`src/rtl/rcs_pkg.sv`:
```
// Shared widths, constants and types of the reflectance calibration and scaling block.
package rcs_pkg;

	// Field and datapath widths.
	localparam int RAW_W   = 15;
	localparam int SPAN_W  = 16;
	localparam int LEVEL_W = 10;
	localparam int PROD_W  = 25;
	localparam int CNT_W   = $clog2(PROD_W);
	localparam int BATCH_W = 4;
	localparam int OP_W    = 2;

	// Reset values and scale constants.
	localparam logic [RAW_W-1:0]   TIMEOUT_RESET  = 15'd2500;
	localparam logic [RAW_W-1:0]   MIN_RESET      = 15'h7FFF;
	localparam logic [LEVEL_W-1:0] LEVEL_FULL     = 10'd1000;
	localparam int                 BATCH_SIZE_DEF = 10;

	// Operation carried with each input beat.
	typedef enum logic [OP_W-1:0] {
		OP_CAL  = 2'd0,
		OP_MEAS = 2'd1,
		OP_CLR  = 2'd2
	} op_t;

	// Sequencer states, one-hot.
	typedef enum logic [3:0] {
		S_IDLE = 4'b0001,
		S_MUL  = 4'b0010,
		S_DIV  = 4'b0100,
		S_FIN  = 4'b1000
	} state_t;

endpackage

```
`src/rtl/reflectance_calibrate_scale_top.sv`:
```
// Top level of the reflectance calibration and scaling block.
//
// Input beats arrive on the s_axis channel: tuser carries the operation
// (calibration reading, measurement or calibration reset) and tdata the raw
// discharge time, which is first saturated to the timeout register.
// Calibration readings and resets update the stored limits and produce no
// output beat.
// A measurement produces one beat on m_axis: tdata holds the level 0..1000
// and tuser the calibrated flag. After acceptance the operands are captured,
// the difference is multiplied by 1000 and divided by the span in the radix-2
// divider, and the quotient is clamped and loaded into the output register.
// A measurement whose level is zero without a division (no valid calibration,
// zero span, or a reading at or below the minimum) skips the divider.
// s_axis_tready is low while a measurement is in flight and rises as its result
// is loaded, so no new beat is taken before a measurement is through.
// A finished result waits in the output register; if the receiver stalls,
// a further measurement may proceed but holds at its end until it frees.
// The timeout register is to be written through cfg_we/cfg_wdata while idle;
// the block does not enforce this. Reset clears calibration (marked invalid),
// the batch counter and the output valid flag, and loads the timeout with 2500.
module reflectance_calibrate_scale_top #(
	parameter int BATCH_SIZE = rcs_pkg::BATCH_SIZE_DEF
) (
	input  logic                      clk,
	input  logic                      arst_n,
	// Configuration: timeout register.
	input  logic                      cfg_we,
	input  logic [rcs_pkg::RAW_W-1:0] cfg_wdata,
	// Input beats.
	input  logic                      s_axis_tvalid,
	output logic                      s_axis_tready,
	input  logic [15:0]               s_axis_tdata,  // [14:0] raw_time, [15] zero
	input  logic [rcs_pkg::OP_W-1:0]  s_axis_tuser,  // [1:0] op
	// Result beats.
	output logic                      m_axis_tvalid,
	input  logic                      m_axis_tready,
	output logic [15:0]               m_axis_tdata,  // [9:0] level, [15:10] zero
	output logic                      m_axis_tuser   // [0] calibrated
);

	localparam int RW = rcs_pkg::RAW_W;
	localparam int SW = rcs_pkg::SPAN_W;
	localparam int LW = rcs_pkg::LEVEL_W;
	localparam int PW = rcs_pkg::PROD_W;
	localparam int BW = rcs_pkg::BATCH_W;

	rcs_pkg::state_t state_q;

	logic [RW-1:0] timeout_q;
	logic [RW-1:0] cal_max_q;
	logic [RW-1:0] cal_min_q;
	logic          cal_valid_q;
	logic [BW-1:0] batch_cnt_q;
	logic [RW-1:0] batch_low_q;
	logic [RW-1:0] batch_high_q;

	logic [RW-1:0] diff_q;
	logic [SW-1:0] span_q;
	logic          zero_q;
	logic          meas_cal_q;

	logic          out_valid_q;
	logic [LW-1:0] out_level_q;
	logic          out_cal_q;

	logic          in_acc;
	rcs_pkg::op_t  in_op;
	logic [RW-1:0] raw_in;
	logic [RW-1:0] raw_sat;
	logic [SW-1:0] span;
	logic [RW-1:0] new_low;
	logic [RW-1:0] new_high;
	logic [BW-1:0] cnt_next;
	logic          batch_end;

	logic          div_start;
	logic          div_done;
	logic [PW-1:0] dividend;
	logic [PW-1:0] quotient;
	logic [LW-1:0] level_fin;
	logic          out_free;

	// Input decode and saturation to the timeout.
	assign in_acc  = s_axis_tvalid && s_axis_tready;
	assign in_op   = rcs_pkg::op_t'(s_axis_tuser);
	assign raw_in  = s_axis_tdata[RW-1:0];
	assign raw_sat = (raw_in > timeout_q) ? timeout_q : raw_in;
	assign span    = {1'b0, cal_max_q} - {1'b0, cal_min_q};

	// Running batch extremes and end-of-batch detection.
	assign new_low   = (batch_cnt_q == '0 || raw_sat < batch_low_q) ? raw_sat : batch_low_q;
	assign new_high  = (batch_cnt_q == '0 || raw_sat > batch_high_q) ? raw_sat : batch_high_q;
	assign cnt_next  = batch_cnt_q + 1'b1;
	assign batch_end = (cnt_next >= BW'(BATCH_SIZE)) || (cnt_next == '0);

	assign s_axis_tready = (state_q == rcs_pkg::S_IDLE);
	assign out_free      = !out_valid_q || m_axis_tready;

	// Timeout register.
	always_ff @(posedge clk or negedge arst_n) begin
		if (!arst_n) begin
			timeout_q <= rcs_pkg::TIMEOUT_RESET;
		end else if (cfg_we) begin
			timeout_q <= cfg_wdata;
		end
	end

	// Calibration state: limits, valid flag and batch counter.
	always_ff @(posedge clk or negedge arst_n) begin
		if (!arst_n) begin
			cal_max_q   <= '0;
			cal_min_q   <= rcs_pkg::MIN_RESET;
			cal_valid_q <= 1'b0;
			batch_cnt_q <= '0;
		end else if (in_acc) begin
			unique case (in_op)
				rcs_pkg::OP_CAL: begin
					batch_cnt_q <= cnt_next;
					if (batch_end) begin
						batch_cnt_q <= '0;
						if (new_low > cal_max_q) cal_max_q <= new_low;
						if (new_high < cal_min_q) cal_min_q <= new_high;
					end
				end
				rcs_pkg::OP_CLR: begin
					cal_max_q   <= '0;
					cal_min_q   <= timeout_q;
					cal_valid_q <= 1'b1;
					batch_cnt_q <= '0;
				end
				default: begin
				end
			endcase
		end
	end

	// Batch extremes and measurement operands.
	always_ff @(posedge clk) begin
		if (in_acc && in_op == rcs_pkg::OP_CAL) begin
			batch_low_q  <= new_low;
			batch_high_q <= new_high;
		end
		if (in_acc && in_op == rcs_pkg::OP_MEAS) begin
			diff_q     <= raw_sat - cal_min_q;
			span_q     <= span;
			zero_q     <= !cal_valid_q || span == '0 || raw_sat <= cal_min_q;
			meas_cal_q <= cal_valid_q;
		end
	end

	// Sequencer for measurements.
	always_ff @(posedge clk or negedge arst_n) begin
		if (!arst_n) begin
			state_q <= rcs_pkg::S_IDLE;
		end else begin
			unique case (state_q)
				rcs_pkg::S_IDLE: begin
					if (in_acc && in_op == rcs_pkg::OP_MEAS) state_q <= rcs_pkg::S_MUL;
				end
				rcs_pkg::S_MUL: begin
					state_q <= zero_q ? rcs_pkg::S_FIN : rcs_pkg::S_DIV;
				end
				rcs_pkg::S_DIV: begin
					if (div_done) state_q <= rcs_pkg::S_FIN;
				end
				rcs_pkg::S_FIN: begin
					if (out_free) state_q <= rcs_pkg::S_IDLE;
				end
				default: begin
					state_q <= rcs_pkg::S_IDLE;
				end
			endcase
		end
	end

	// Scaled numerator into the divider.
	assign div_start = (state_q == rcs_pkg::S_MUL) && !zero_q;
	assign dividend  = PW'(diff_q) * PW'(rcs_pkg::LEVEL_FULL);

	rcs_div u_div (
		.clk      (clk),
		.arst_n   (arst_n),
		.start    (div_start),
		.dividend (dividend),
		.divisor  (span_q),
		.done     (div_done),
		.quotient (quotient)
	);

	// Clamp the quotient to full scale.
	assign level_fin = zero_q ? '0 :
		(quotient > PW'(rcs_pkg::LEVEL_FULL)) ? rcs_pkg::LEVEL_FULL : quotient[LW-1:0];

	// Output register.
	always_ff @(posedge clk or negedge arst_n) begin
		if (!arst_n) begin
			out_valid_q <= 1'b0;
		end else if (state_q == rcs_pkg::S_FIN && out_free) begin
			out_valid_q <= 1'b1;
		end else if (m_axis_tready) begin
			out_valid_q <= 1'b0;
		end
	end

	always_ff @(posedge clk) begin
		if (state_q == rcs_pkg::S_FIN && out_free) begin
			out_level_q <= level_fin;
			out_cal_q   <= meas_cal_q;
		end
	end

	assign m_axis_tvalid = out_valid_q;
	assign m_axis_tdata  = {{(16 - LW){1'b0}}, out_level_q};
	assign m_axis_tuser  = out_cal_q;

	// A result never exceeds full scale.
	a_level_range: assert property (@(posedge clk) disable iff (!arst_n)
		m_axis_tvalid |-> out_level_q <= rcs_pkg::LEVEL_FULL)
		else $error("level above full scale");

	// Without valid calibration the level is zero.
	a_uncal_zero: assert property (@(posedge clk) disable iff (!arst_n)
		(m_axis_tvalid && !out_cal_q) |-> out_level_q == '0)
		else $error("uncalibrated result with nonzero level");

	// The divider only finishes while the sequencer waits for it.
	a_div_state: assert property (@(posedge clk) disable iff (!arst_n)
		div_done |-> state_q == rcs_pkg::S_DIV)
		else $error("divider finished outside the divide state");

	// A measurement closes the input until its result is loaded.
	a_meas_busy: assert property (@(posedge clk) disable iff (!arst_n)
		(in_acc && in_op == rcs_pkg::OP_MEAS) |=> !s_axis_tready)
		else $error("input open during a measurement");

	// The batch counter never reaches the batch size.
	a_batch_cnt: assert property (@(posedge clk) disable iff (!arst_n)
		32'(batch_cnt_q) < BATCH_SIZE)
		else $error("batch counter out of range");

endmodule

```
`src/rtl/rcs_div.sv`:
```
// Radix-2 restoring divider, one quotient bit per cycle.
module rcs_div (
	input  logic                       clk,
	input  logic                       arst_n,
	input  logic                       start,
	input  logic [rcs_pkg::PROD_W-1:0] dividend,
	input  logic [rcs_pkg::SPAN_W-1:0] divisor,
	output logic                       done,
	output logic [rcs_pkg::PROD_W-1:0] quotient
);

	localparam int QW = rcs_pkg::PROD_W;
	localparam int DW = rcs_pkg::SPAN_W;
	localparam int CW = rcs_pkg::CNT_W;

	logic          busy_q;
	logic          done_q;
	logic [CW-1:0] cnt_q;
	logic [DW-1:0] rem_q;
	logic [DW-1:0] dsr_q;
	logic [QW-1:0] quo_q;

	logic [DW:0]   trial;
	logic          fits;

	// Shift the next dividend bit into the partial remainder and try the subtraction.
	assign trial = {rem_q, quo_q[QW-1]};
	assign fits  = trial >= {1'b0, dsr_q};

	// Control: count quotient bits and flag the last one.
	always_ff @(posedge clk or negedge arst_n) begin
		if (!arst_n) begin
			busy_q <= 1'b0;
			done_q <= 1'b0;
			cnt_q  <= '0;
		end else begin
			done_q <= 1'b0;
			if (start) begin
				busy_q <= 1'b1;
				cnt_q  <= '0;
			end else if (busy_q) begin
				cnt_q <= cnt_q + 1'b1;
				if (cnt_q == CW'(QW - 1)) begin
					busy_q <= 1'b0;
					done_q <= 1'b1;
				end
			end
		end
	end

	// Datapath: remainder and dividend/quotient shift register.
	always_ff @(posedge clk) begin
		if (start) begin
			rem_q <= '0;
			dsr_q <= divisor;
			quo_q <= dividend;
		end else if (busy_q) begin
			rem_q <= fits ? DW'(trial - {1'b0, dsr_q}) : trial[DW-1:0];
			quo_q <= {quo_q[QW-2:0], fits};
		end
	end

	assign done     = done_q;
	assign quotient = quo_q;

endmodule
```
`config.mk`:
```
export PLATFORM = sky130hd
export DESIGN_NAME = reflectance_calibrate_scale_top
export DESIGN_NICKNAME = d
export VERILOG_FILES = /design/src/rtl/rcs_pkg.sv /design/src/rtl/reflectance_calibrate_scale_top.sv /design/src/rtl/rcs_div.sv
export SDC_FILE = /design/constraint.sdc
export NUM_CORES = 1
export LEC_CHECK = 0
export BUFFER_PORTS_ARGS = -buffer_cell sky130_fd_sc_hd__clkbuf_2
export CAP_MARGIN = 20
export CORE_MARGIN = 5
export CORE_UTILIZATION = 60
export CTS_BUF_LIST = sky130_fd_sc_hd__clkbuf_4
export DETAILED_ROUTE_END_ITERATION = 8
export PLACE_DENSITY = 0.78
export SYNTH_ARGS = -nofsm -noshare
export SYNTH_HDL_FRONTEND = slang
export SYNTH_SLANG_ARGS = --single-unit
export TNS_END_PERCENT = 10
```
`constraint.sdc`:
```
create_clock -name clk -period 6.95 [get_ports clk]
set_clock_uncertainty 0.15 [all_clocks]
set_input_delay 1.39 -clock clk [delete_from_list [all_inputs] [get_ports clk]]
set_output_delay 1.39 -clock clk [all_outputs]
set_load 0.02 [all_outputs]
```
**Word level (Yosys, flattened, before mapping)**

Index checks and enable logic that the tools add are counted.

- Output and inout bits: 19
- Register bits after elaboration: 193

- Multipliers: 1
- Reductions and logical operators: 27
- $lt $le $gt $ge: 9
- Equal/unequal tests: 13
- Muxes and demuxes: 30
- Add/sub/neg operators: 5

Operators by type and width:

| kind | number |
|---|---|
| 2-to-1 mux 15 bit | 7 |
| one-hot mux 15 bit (2 select lines) | 2 |
| 2-to-1 mux 25 bit | 2 |
| > comparator 15 bit | 3 |
| less-than comparator 15 bit | 2 |
| > comparator 25 x 10 -> 1 bit, second input constant | 1 |
| multiplier 15 x 7 -> 22 bit, second input constant | 1 |
| 2-to-1 mux 4 bit | 5 |
| >= comparator 17 x 16 -> 1 bit | 1 |
| logical NOT 16 bit | 1 |
| 2-to-1 mux 16 bit | 1 |
| one-hot mux 4 bit (4 select lines) | 1 |
| subtractor 15 x 15 -> 16 bit | 1 |
| subtractor 16 bit | 1 |
| <= comparator 15 bit | 1 |
| subtractor 15 bit | 1 |
| 2-to-1 mux 10 bit | 1 |
| 2-to-1 mux 5 bit | 2 |
| logical NOT 4 bit | 2 |
| 2-to-1 mux 1 bit | 8 |
| != test 2 bit, second input constant | 4 |
| one-hot mux 4 bit (2 select lines) | 1 |
| AND reduction 4 bit | 2 |
| logical OR 1 bit | 6 |
| 18 further kinds | 28 |

**Logic depth before layout (Yosys ltp)**

Gate-level depths: netlist of run 1.

- Word-level depth: 9
- Gate-level depth with buffers: 29

**Hierarchy**

From an unflattened synthesis of run 1, not the netlist that was laid out.

- Cells, all modules: 1359
- Area, all modules: 14397.6 µm²

By module, submodules not included:

| module | times used | cells an instance | area an instance (µm²) | sequential area each (µm²) |
|---|---|---|---|---|
| reflectance_calibrate_scale_top | 1 | 1059 | 10966.8 | 3624.7 |
| rcs_div | 1 | 300 | 3430.8 | 1726.7 |

**Least setup slack after synthesis of run 1**

No wires, ideal clock.

- Kind: input to register
- Start: in s_axis_tdata[4]
- End: reg cal_max_q[2]
- Arrival time: 6684 ps
- Buffers on the path: 4
- Stages on the path: 27
- Path slack: 0 ps
- Cell sequence: ha_1 > a211oi_2 > nor2_1 > o31a_1 > o41a_4 > clkbuf_1 > mux2_2 > ha_1 > nor2b_1 > o21ai_0 > a211oi_1 > a31oi_1 > a2bb2oi_1 > clkbuf_1 > clkbuf_1 > nand3_1 > o21ai_0 > ha_1 > and3_1 > nand3_1 > or4_1 > nand2_1 > a31oi_1 > o21ai_1 > clkbuf_1 > nand2_1 > o311ai_0

- Longest elaborated chain between the ends: 8
- Elaborated cells on any way between the ends: 11
- Classes of those cells: 3 x order compare; 1 x eq/ne; 5 x mux; 2 x reduce/logical

Ends and longest elaborated chain:

| what | RTL line | text |
|---|---|---|
| start, declared | reflectance_calibrate_scale_top.sv:32 | `input logic [15:0] s_axis_tdata,` |
| > comparator 15 bit | reflectance_calibrate_scale_top.sv:87 | `assign raw_sat = (raw_in > timeout_q) ? timeout_q : raw_in;` |
| 2-to-1 mux 15 bit * | reflectance_calibrate_scale_top.sv:87 |  |
| less-than comparator 15 bit | reflectance_calibrate_scale_top.sv:91 | `assign new_low = (batch_cnt_q == '0 \|\| raw_sat < batch_low_q) ? raw_sat : batch_low_q;` |
| logical OR 1 bit | reflectance_calibrate_scale_top.sv:91 |  |
| 2-to-1 mux 15 bit * | reflectance_calibrate_scale_top.sv:91 |  |
| via new_low[10] | reflectance_calibrate_scale_top.sv:71 | `logic [RW-1:0] new_low;` |
| > comparator 15 bit * | reflectance_calibrate_scale_top.sv:121 | `if (new_low > cal_max_q) cal_max_q <= new_low;` |
| != test 2 bit (no source line) * | n/a |  |
| AND reduction 4 bit (no source line) * | n/a |  |
| end signal, assigned | reflectance_calibrate_scale_top.sv:121 |  |
| end, declared | reflectance_calibrate_scale_top.sv:50 | `logic [RW-1:0] cal_max_q;` |

Mark *: on every way through the listed nets, which the timed path passes. The rest lies on a longest branch. The select of a mux whose other input is x is not followed.
A chain may end at the register's enable or synchronous reset.

**Worst setup path in the final report of run 1**

- Start: in s_axis_tdata[2]
- End: reg cal_min_q[13]

- Longest elaborated chain between the ends: 8
- Elaborated cells on any way between the ends: 11
- Classes of those cells: 3 x order compare; 1 x eq/ne; 5 x mux; 2 x reduce/logical

Ends and longest elaborated chain:

| what | RTL line | text |
|---|---|---|
| > comparator 15 bit | reflectance_calibrate_scale_top.sv:87 |  |
| 2-to-1 mux 15 bit * | reflectance_calibrate_scale_top.sv:87 |  |
| > comparator 15 bit | reflectance_calibrate_scale_top.sv:92 | `assign new_high = (batch_cnt_q == '0 \|\| raw_sat > batch_high_q) ? raw_sat : batch_high_q;` |
| logical OR 1 bit | reflectance_calibrate_scale_top.sv:92 |  |
| 2-to-1 mux 15 bit * | reflectance_calibrate_scale_top.sv:92 |  |
| via new_high[12] | reflectance_calibrate_scale_top.sv:72 | `logic [RW-1:0] new_high;` |
| less-than comparator 15 bit * | reflectance_calibrate_scale_top.sv:122 | `if (new_high < cal_min_q) cal_min_q <= new_high;` |
| != test 2 bit (no source line) * | n/a |  |
| AND reduction 4 bit (no source line) * | n/a |  |
| end signal, assigned | reflectance_calibrate_scale_top.sv:112 | `cal_min_q <= rcs_pkg::MIN_RESET;` |
| end signal, assigned | reflectance_calibrate_scale_top.sv:122 |  |
| end signal, assigned | reflectance_calibrate_scale_top.sv:127 | `cal_min_q <= timeout_q;` |
| end, declared | reflectance_calibrate_scale_top.sv:51 | `logic [RW-1:0] cal_min_q;` |

Marked as above.

==> flow_summary.toml, run 1 <==
[clock_tree]
cts.sinks = 193
ctsHoldBuffers = 0
post-cts-setup-buffer-count = 0
clockRootBuffer = "sky130_fd_sc_hd__clkbuf_4"
cts_inserted_buffers = 17
post_cts_resize_count = 0
tritoncts = "done"
worst_skew_pair.late_latency_ns = 0.61
cts_max_level = 4
clockBufferDepth = 2
clk_pin_slew_ns = 0.18

[routing]
postRouteAntennaNets = 0
routedWlPerCell_um = 17.8
aggregate_routed_wire_length_mm = 33.0
firstDrtPassIters = 7
post_drt_via_cell_ratio = 6.00
drc = 0
detailroute.via_count = 11104
detailedRoute.firstIterationViolations = 768

[yosys]
synthMostInstantiatedCell = "sky130_fd_sc_hd__ha_1"
count_of_flip_flops_with_a_built_in_enable_after_synthesis = 112
synth.ff_latch_count = 193
synth_common_cells = "sky130_fd_sc_hd__ha_1 (175), sky130_fd_sc_hd__inv_1 (144), sky130_fd_sc_hd__edfxtp_1 (112)"
largest_cells_by_area_after_synthesis = "sky130_fd_sc_hd__edfxtp_1 (23%), sky130_fd_sc_hd__ha_1 (15%), sky130_fd_sc_hd__fa_1 (7.3%), sky130_fd_sc_hd__dfrtp_1 (7.1%), sky130_fd_sc_hd__dfstp_2 (3.8%)"
netlist-cell-type-count = 77
syn_std_cell_area_um2 = 14400
synth_sequential_area_ratio_pct = 36.8
syn-mean-instance-area_um2 = 9.99
yosys_warnings = 0
synthDominantAreaCellType = "sky130_fd_sc_hd__edfxtp_1"
number_of_instances_in_the_synthesized_netlist = 1446
synthFlopType = "sky130_fd_sc_hd__edfxtp_1"
synth_top_area_share_pct = 23.3
async_flop_share_pct = 32.1

[run]
maxCapViolations = 0

[global_routing]
globalRoute.totalOverflow = 0
global_route_wire_length_before_repair_mm = 54.2
number_of_global_route_vias_before_repair = 10959
maximum_number_of_pins_on_one_net_before_global_route_repair = 63
antenna_found_initial = 1
grt_util_all_layers_pct = 24.9

[power_and_ir_drop]
static-leakage-power_uw = 0.00684
ir_drop_uv = 314
power_density_nw_per_um2 = 443

[sta]
worstMarginPinSlew_ns = 0.885
finalHoldWorstSlack_ns = 0.280
timing.final.ws_setup_ns = 0.488
max_slew_margin_pct = 40.8
final.period_utilization_pct = 93.0
max_clock_freq_ghz = 0.155
final_period_minus_worst_setup_slack_ns = 6.46
setup_repair_after_global_routing_missed_its_margin = "no"
slew_violations = 0
setup_viol_count_final = 0
final_hold_viol_count = 0

[setup_path]
crit_slowest_cell = "sky130_fd_sc_hd__o41a_4"
crit_fanout = 11
crit_path_end_kind = "flip-flop"
data_required_time_at_the_worst_endpoint_ns = 7.34
start_kind = "primary input"
path_class = "primary input to flip-flop"
critPathArrivalTime_ns = 6.85
worst_path_largest_cell_delay_ns = 0.41
timing.critical_path.cells = "clkbuf_2 > ha_1 > a21oi_1 > a21oi_1 > o31a_1 > o41a_4 > buf_4 > mux2_2 > ha_1 > nand4_1 > nor4_1 > nand4_1 > buf_4 > a21oi_1 > nor2_1 > ha_1 > a21o_1 > a21o_1 > a211oi_1 > o221a_2 > o311ai_4 > buf_12 > mux2i_1"

[layout]
flow.area_growth_from_synthesis_pct = 7.90
share_of_post_route_cells_with_drive_strength_above_1_pct = 12.3
nNetsFinal = 1785
final_design_area_no_fill_um2 = 15600

[floorplanning]
die_area_um2 = 27300
core_area_um2 = 23600
die_width_um = 165
initial_core_util_pct = 61.2
pin_count = 57
row_count = 56
floorplan.die.height_um = 165

[placed_design]
pre_cts_ws_ns = -0.0401
place.port_buffers = 49
gpl.final_weighted_congestion = 0.928
postPlaceCellArea_um2 = 15300
detailedPlacementHpwl_mm = 25.9

[run_status]
outcome = "complete, no violations"

[worst_hold_path]
hold_path_class = "flip-flop to flip-flop"
path summary, 6_finish.rpt:
| path | from | to | slack [ns] | cells past startpoint |
|---|---|---|---|---|
| max in group asynchronous | arst_n | cal_max_q[11] | 5.23 | 2 |
| worst min register to register | span_q[14] | u_div.dsr_q[14] | 0.28 | 0 |
| worst max-delay path | s_axis_tdata[2] | cal_min_q[13] | 0.49 | 23 |
| worst min-delay path | span_q[14] | u_div.dsr_q[14] | 0.28 | 0 |
| min in group asynchronous | arst_n | timeout_q[12] | 0.79 | 2 |
| worst max register to register | timeout_q[2] | cal_min_q[13] | 0.77 | 23 |
routing by layer:
| layer | wire (µm) | vias up | GRT usage (%) |
|---|---|---|---|
| met5 | 0 | - | 0 |
| met3 | 1720 | 57 | 4.07 |
| met2 | 16600 | 321 | 43.5 |
| met1 | 13900 | 5370 | 32.1 |
| met4 | 781 | 0 | 7.03 |
| li1 | - | 5356 | - |
where the power goes:
part / switching [µW] / internal [µW] / total [µW]
logic: 2580 / 2020 / 4600
registers: 159 / 1520 / 1680
clock network: 435 / 196 / 632
cell usage in the layout (no fill, tap or decap), drive strengths merged, types with 21 or more instances in the layout:
| master | netlist | final |
|---|---|---|
| o21ai | 97 | 97 |
| ha | 175 | 175 |
| mux2i | 34 | 34 |
| a21o | 23 | 23 |
| edfxtp | 112 | 112 |
| a21oi | 88 | 88 |
| nor2b | 21 | 21 |
| dfstp | 21 | 21 |
| xnor2 | 28 | 28 |
| nor2 | 89 | 89 |
| nand2 | 103 | 103 |
| fa | 53 | 53 |
| xor2 | 22 | 22 |
| inv | 144 | 152 |
| buf | 17 | 50 |
| clkbuf | 32 | 65 |
| nand3 | 50 | 50 |
| nand4 | 35 | 35 |
| dfrtp | 41 | 41 |
| nor3 | 36 | 36 |
registers in the layout, summed over array words and instances (netlist names), 16 cells and up:
register,flops
u_div.rem_q,16
span_q,16
u_div.quotient,25
u_div.dsr_q,16
worst max-delay path, delay by kind of cell:
family | cells | cell delay (ns)
fa+ha+maj | 3 | 0.95
compound gates | 10 | 2.32
mux | 2 | 0.50
simple gates | 4 | 0.90
buf+inv | 4 | 0.76
metrics by stage:
| stage | total power (µW) | instances | setup TNS, ns | utilization [%] |
|---|---|---|---|---|
| finish | 6910 | 1852 | 0 | 66.0 |
| global route | 7600 | 1852 | 0 | 66.0 |
| CTS | 6900 | 1851 | 0 | 66.0 |
| detailed placement | 6250 | 1819 | -0.0692 | 64.8 |
| global placement | 6100 | 1819 | 0 | 64.8 |
| floorplan | 5230 | 1451 | 0 | - |
layout make-up:
class	instances	area (µm²)
antenna	1	2.50
clock buffer	17	128
clock inverter	15	166
fill	1877	8030
inverter	144	541
multi-input combinational	1065	8380
sequential	193	5320
tap	319	399
timing repair buffer	98	651
logic make-up (layout without fill, tap and decap cells):
| family | count (synthesis) | in the layout | share of synthesized area, % |
|---|---|---|---|
| AND/OR/NAND/NOR | 400 | 400 | 13.6 |
| AO/OA/AOI/OAI | 330 | 330 | 14.9 |
| adder cells (fa/ha/maj) | 228 | 228 | 22.5 |
| flip-flops | 193 | 193 | 36.8 |
| buffers and inverters | 193 | 274 | 5.40 |
| multiplexers | 51 | 51 | 3.71 |
| XOR/XNOR | 50 | 50 | 3.03 |
| other | 1 | 7 | 0.0260 |
No activity file was read; power rests on OpenSTA's default activity.
==> run 2: changes to the inputs <==
MAX_ROUTING_LAYER = met4   (was unset)
==> run 2 against run 1 <==
  * Final cell count about the same
  * Core utilization is essentially flat
  * Clock power is 0.6% higher
  * Via count is 0.55% lower
  * Worst setup slack improved by 0.054 ns
  * Maximum frequency up 0.84%
  * Flip-flop and latch count unchanged
  * Non-clock buffer count is 1 lower
  * Critical endpoint is now cal_min_q[5]
  * Largest power group unchanged
==> flow_summary.toml, run 2 (synthesized netlist as in run 1, its figures left out) <==
[routing]
drc = 0
post_drt_via_cell_ratio = 5.97
firstDrtPassIters = 6
routedWlPerCell_um = 17.9
postRouteAntennaNets = 0
detailedRoute.firstIterationViolations = 781
detailroute.via_count = 11043
aggregate_routed_wire_length_mm = 33.1

[power_and_ir_drop]
ir_drop_uv = 330
power_density_nw_per_um2 = 445
static-leakage-power_uw = 0.00684

[clock_tree]
clockRootBuffer = "sky130_fd_sc_hd__clkbuf_4"
clockBufferDepth = 2
ctsHoldBuffers = 0
cts_inserted_buffers = 17
post_cts_resize_count = 0
cts_max_level = 4
post-cts-setup-buffer-count = 0
cts.sinks = 193
worst_skew_pair.late_latency_ns = 0.62
clk_pin_slew_ns = 0.17
tritoncts = "done"

[setup_path]
timing.critical_path.to = "cal_min_q[5]"
worst-path-buf-inv = 4
critPathArrivalTime_ns = 6.80
worst_r2r_path_depth = 23
start_kind = "primary input"
crit_slowest_cell = "sky130_fd_sc_hd__o41a_4"
reg2reg_from = "timeout_q[2]"
data_required_time_at_the_worst_endpoint_ns = 7.34
ff2ff_setup_slack_ns = 0.80
crit_path_end_kind = "flip-flop"
path_class = "primary input to flip-flop"
cp_num_cells = 23
critPathLaunch = "s_axis_tdata[4]"
timing.critical_path.cells = "clkbuf_2 > ha_1 > a211oi_2 > nor2_1 > o31a_1 > o41a_4 > buf_4 > mux2_2 > ha_1 > nand4_1 > nor4_1 > nand4_1 > buf_4 > a21oi_1 > nor2_1 > ha_1 > a21o_1 > a21o_1 > a211oi_1 > o221a_2 > o311ai_4 > buf_4 > mux2i_1"
reg2reg_to = "cal_min_q[5]"
worst_path_largest_cell_delay_ns = 0.42
path_delay_family = "compound AO/OA/AOI/OAI gates"
crit_fanout = 11

[layout]
final_common_cell = "sky130_fd_sc_hd__ha_1"
fillCellCount = 1883
most_used_cells_in_the_layout_excluding_fill_and_tap_cells = "sky130_fd_sc_hd__ha_1 (175), sky130_fd_sc_hd__inv_1 (144), sky130_fd_sc_hd__edfxtp_1 (112)"
sequential_cell_area_um2 = 5320
multiInputGateArea_um2 = 8380
largest_reg_flops = 25
nNetsFinal = 1784
share_of_post_route_cells_with_drive_strength_above_1_pct = 12.2
flow.area_growth_from_synthesis_pct = 7.86

[floorplanning]
row_count = 56
die_area_um2 = 27300
initial_core_util_pct = 61.2
pin_count = 57
core_area_um2 = 23600
die_width_um = 165
floorplan.die.height_um = 165

[global_routing]
grt_util_all_layers_pct = 25.6
global_route_wire_length_before_repair_mm = 53.6
antenna_found_initial = 1
number_of_global_route_vias_before_repair = 10873
globalRoute.totalOverflow = 0
maximum_number_of_pins_on_one_net_before_global_route_repair = 63

[worst_hold_path]
hold_path_class = "flip-flop to flip-flop"

[placed_design]
detailedPlacementHpwl_mm = 26.0
pre_cts_ws_ns = -0.0149
place.port_buffers = 49
gpl.final_weighted_congestion = 0.905

[sta]
worstMarginPinSlew_ns = 0.879
timing.final.ws_setup_ns = 0.542
finalHoldWorstSlack_ns = 0.273
slew_violations = 0
setup_repair_after_global_routing_missed_its_margin = "no"
final.period_utilization_pct = 92.2
max_slew_margin_pct = 41.3
final_hold_viol_count = 0
final_period_minus_worst_setup_slack_ns = 6.41
setup_viol_count_final = 0
max_clock_freq_ghz = 0.156

[run_status]
outcome = "complete, no violations"

[run]
maxCapViolations = 0
run 2: cell count changes in the layout (fill, tap and decap cells not counted), sizes merged:
| cell | before | now |
|---|---|---|
| buf | 50 | 49 |
| clkinv | 4 | 5 |
| inv | 152 | 151 |
run 2: area by class of cell:
| class | instances | share of cell area, % |
|---|---|---|
| Sequential cell | 193 | 34.1 |
| Multi-Input combinational cell | 1065 | 53.8 |
| Clock buffer | 17 | 0.819 |
| Antenna cell | 1 | 0.0161 |
| Tap cell | 319 | 2.56 |
| Timing Repair Buffer | 97 | 4.13 |
| Clock inverter | 15 | 1.08 |
| Inverter | 144 | 3.47 |
run 2: worst min path at each step:
stage	startpoint	endpoint	slack [ns]	depth (start not counted)
final	span_q[14]	u_div.dsr_q[14]	0.27	0
after global routing	span_q[14]	u_div.dsr_q[14]	0.30	0
after CTS	span_q[14]	u_div.dsr_q[14]	0.28	0
after floorplan	meas_cal_q	m_axis_tuser	0.25	0
after detailed placement	span_q[1]	u_div.dsr_q[1]	0.25	0
after global placement	span_q[0]	u_div.dsr_q[0]	0.25	0
run 2: report_power, final:
part	internal (µW)	switching (µW)	leakage [µW]
combinational	2030	2590	0.00474
clock	197	440	0.000157
sequential	1520	162	0.00194
total	3740	3190	0.00684
run 2: worst register-to-register path, cell delays in order, from the launching register on:
cell	delay, ns
sky130_fd_sc_hd__dfstp_2	0.58
sky130_fd_sc_hd__inv_1	0.06
sky130_fd_sc_hd__ha_1	0.30
sky130_fd_sc_hd__a21oi_1	0.15
sky130_fd_sc_hd__a21oi_1	0.09
sky130_fd_sc_hd__o31a_1	0.29
sky130_fd_sc_hd__o41a_4	0.42
sky130_fd_sc_hd__buf_4	0.17
sky130_fd_sc_hd__mux2_2	0.32
sky130_fd_sc_hd__ha_1	0.32
sky130_fd_sc_hd__nand4_1	0.16
sky130_fd_sc_hd__nor4_1	0.41
sky130_fd_sc_hd__nand4_1	0.28
sky130_fd_sc_hd__buf_4	0.28
sky130_fd_sc_hd__a21oi_1	0.20
sky130_fd_sc_hd__nor2_1	0.10
sky130_fd_sc_hd__ha_1	0.30
sky130_fd_sc_hd__a21o_1	0.16
sky130_fd_sc_hd__a21o_1	0.17
sky130_fd_sc_hd__a211oi_1	0.37
sky130_fd_sc_hd__o221a_2	0.29
sky130_fd_sc_hd__o311ai_4	0.15
sky130_fd_sc_hd__buf_4	0.21
sky130_fd_sc_hd__mux2i_1	0.17
run 2: per-layer routing:
layer  global-route usage, %  up-vias  routed length [µm]
met4                    8.54        0                 901
met2                    43.6      323               16700
met5                       -        -                   0
met3                    3.25       65                1530
li1                        -     5361                   -
met1                    31.7     5294               14000
run 2: through the flow:
step	power (µW)	cell area (µm²)	utilization [%]	std cells	setup TNS [ns]
floorplan	5230	14500	-	1451	0
global route	7580	15600	66.0	1851	0
detailed placement	6250	15300	64.7	1818	-0.0539
CTS	6920	15600	66.0	1850	0
global placement	6100	15300	64.7	1818	0
finish	6930	15600	66.0	1851	0
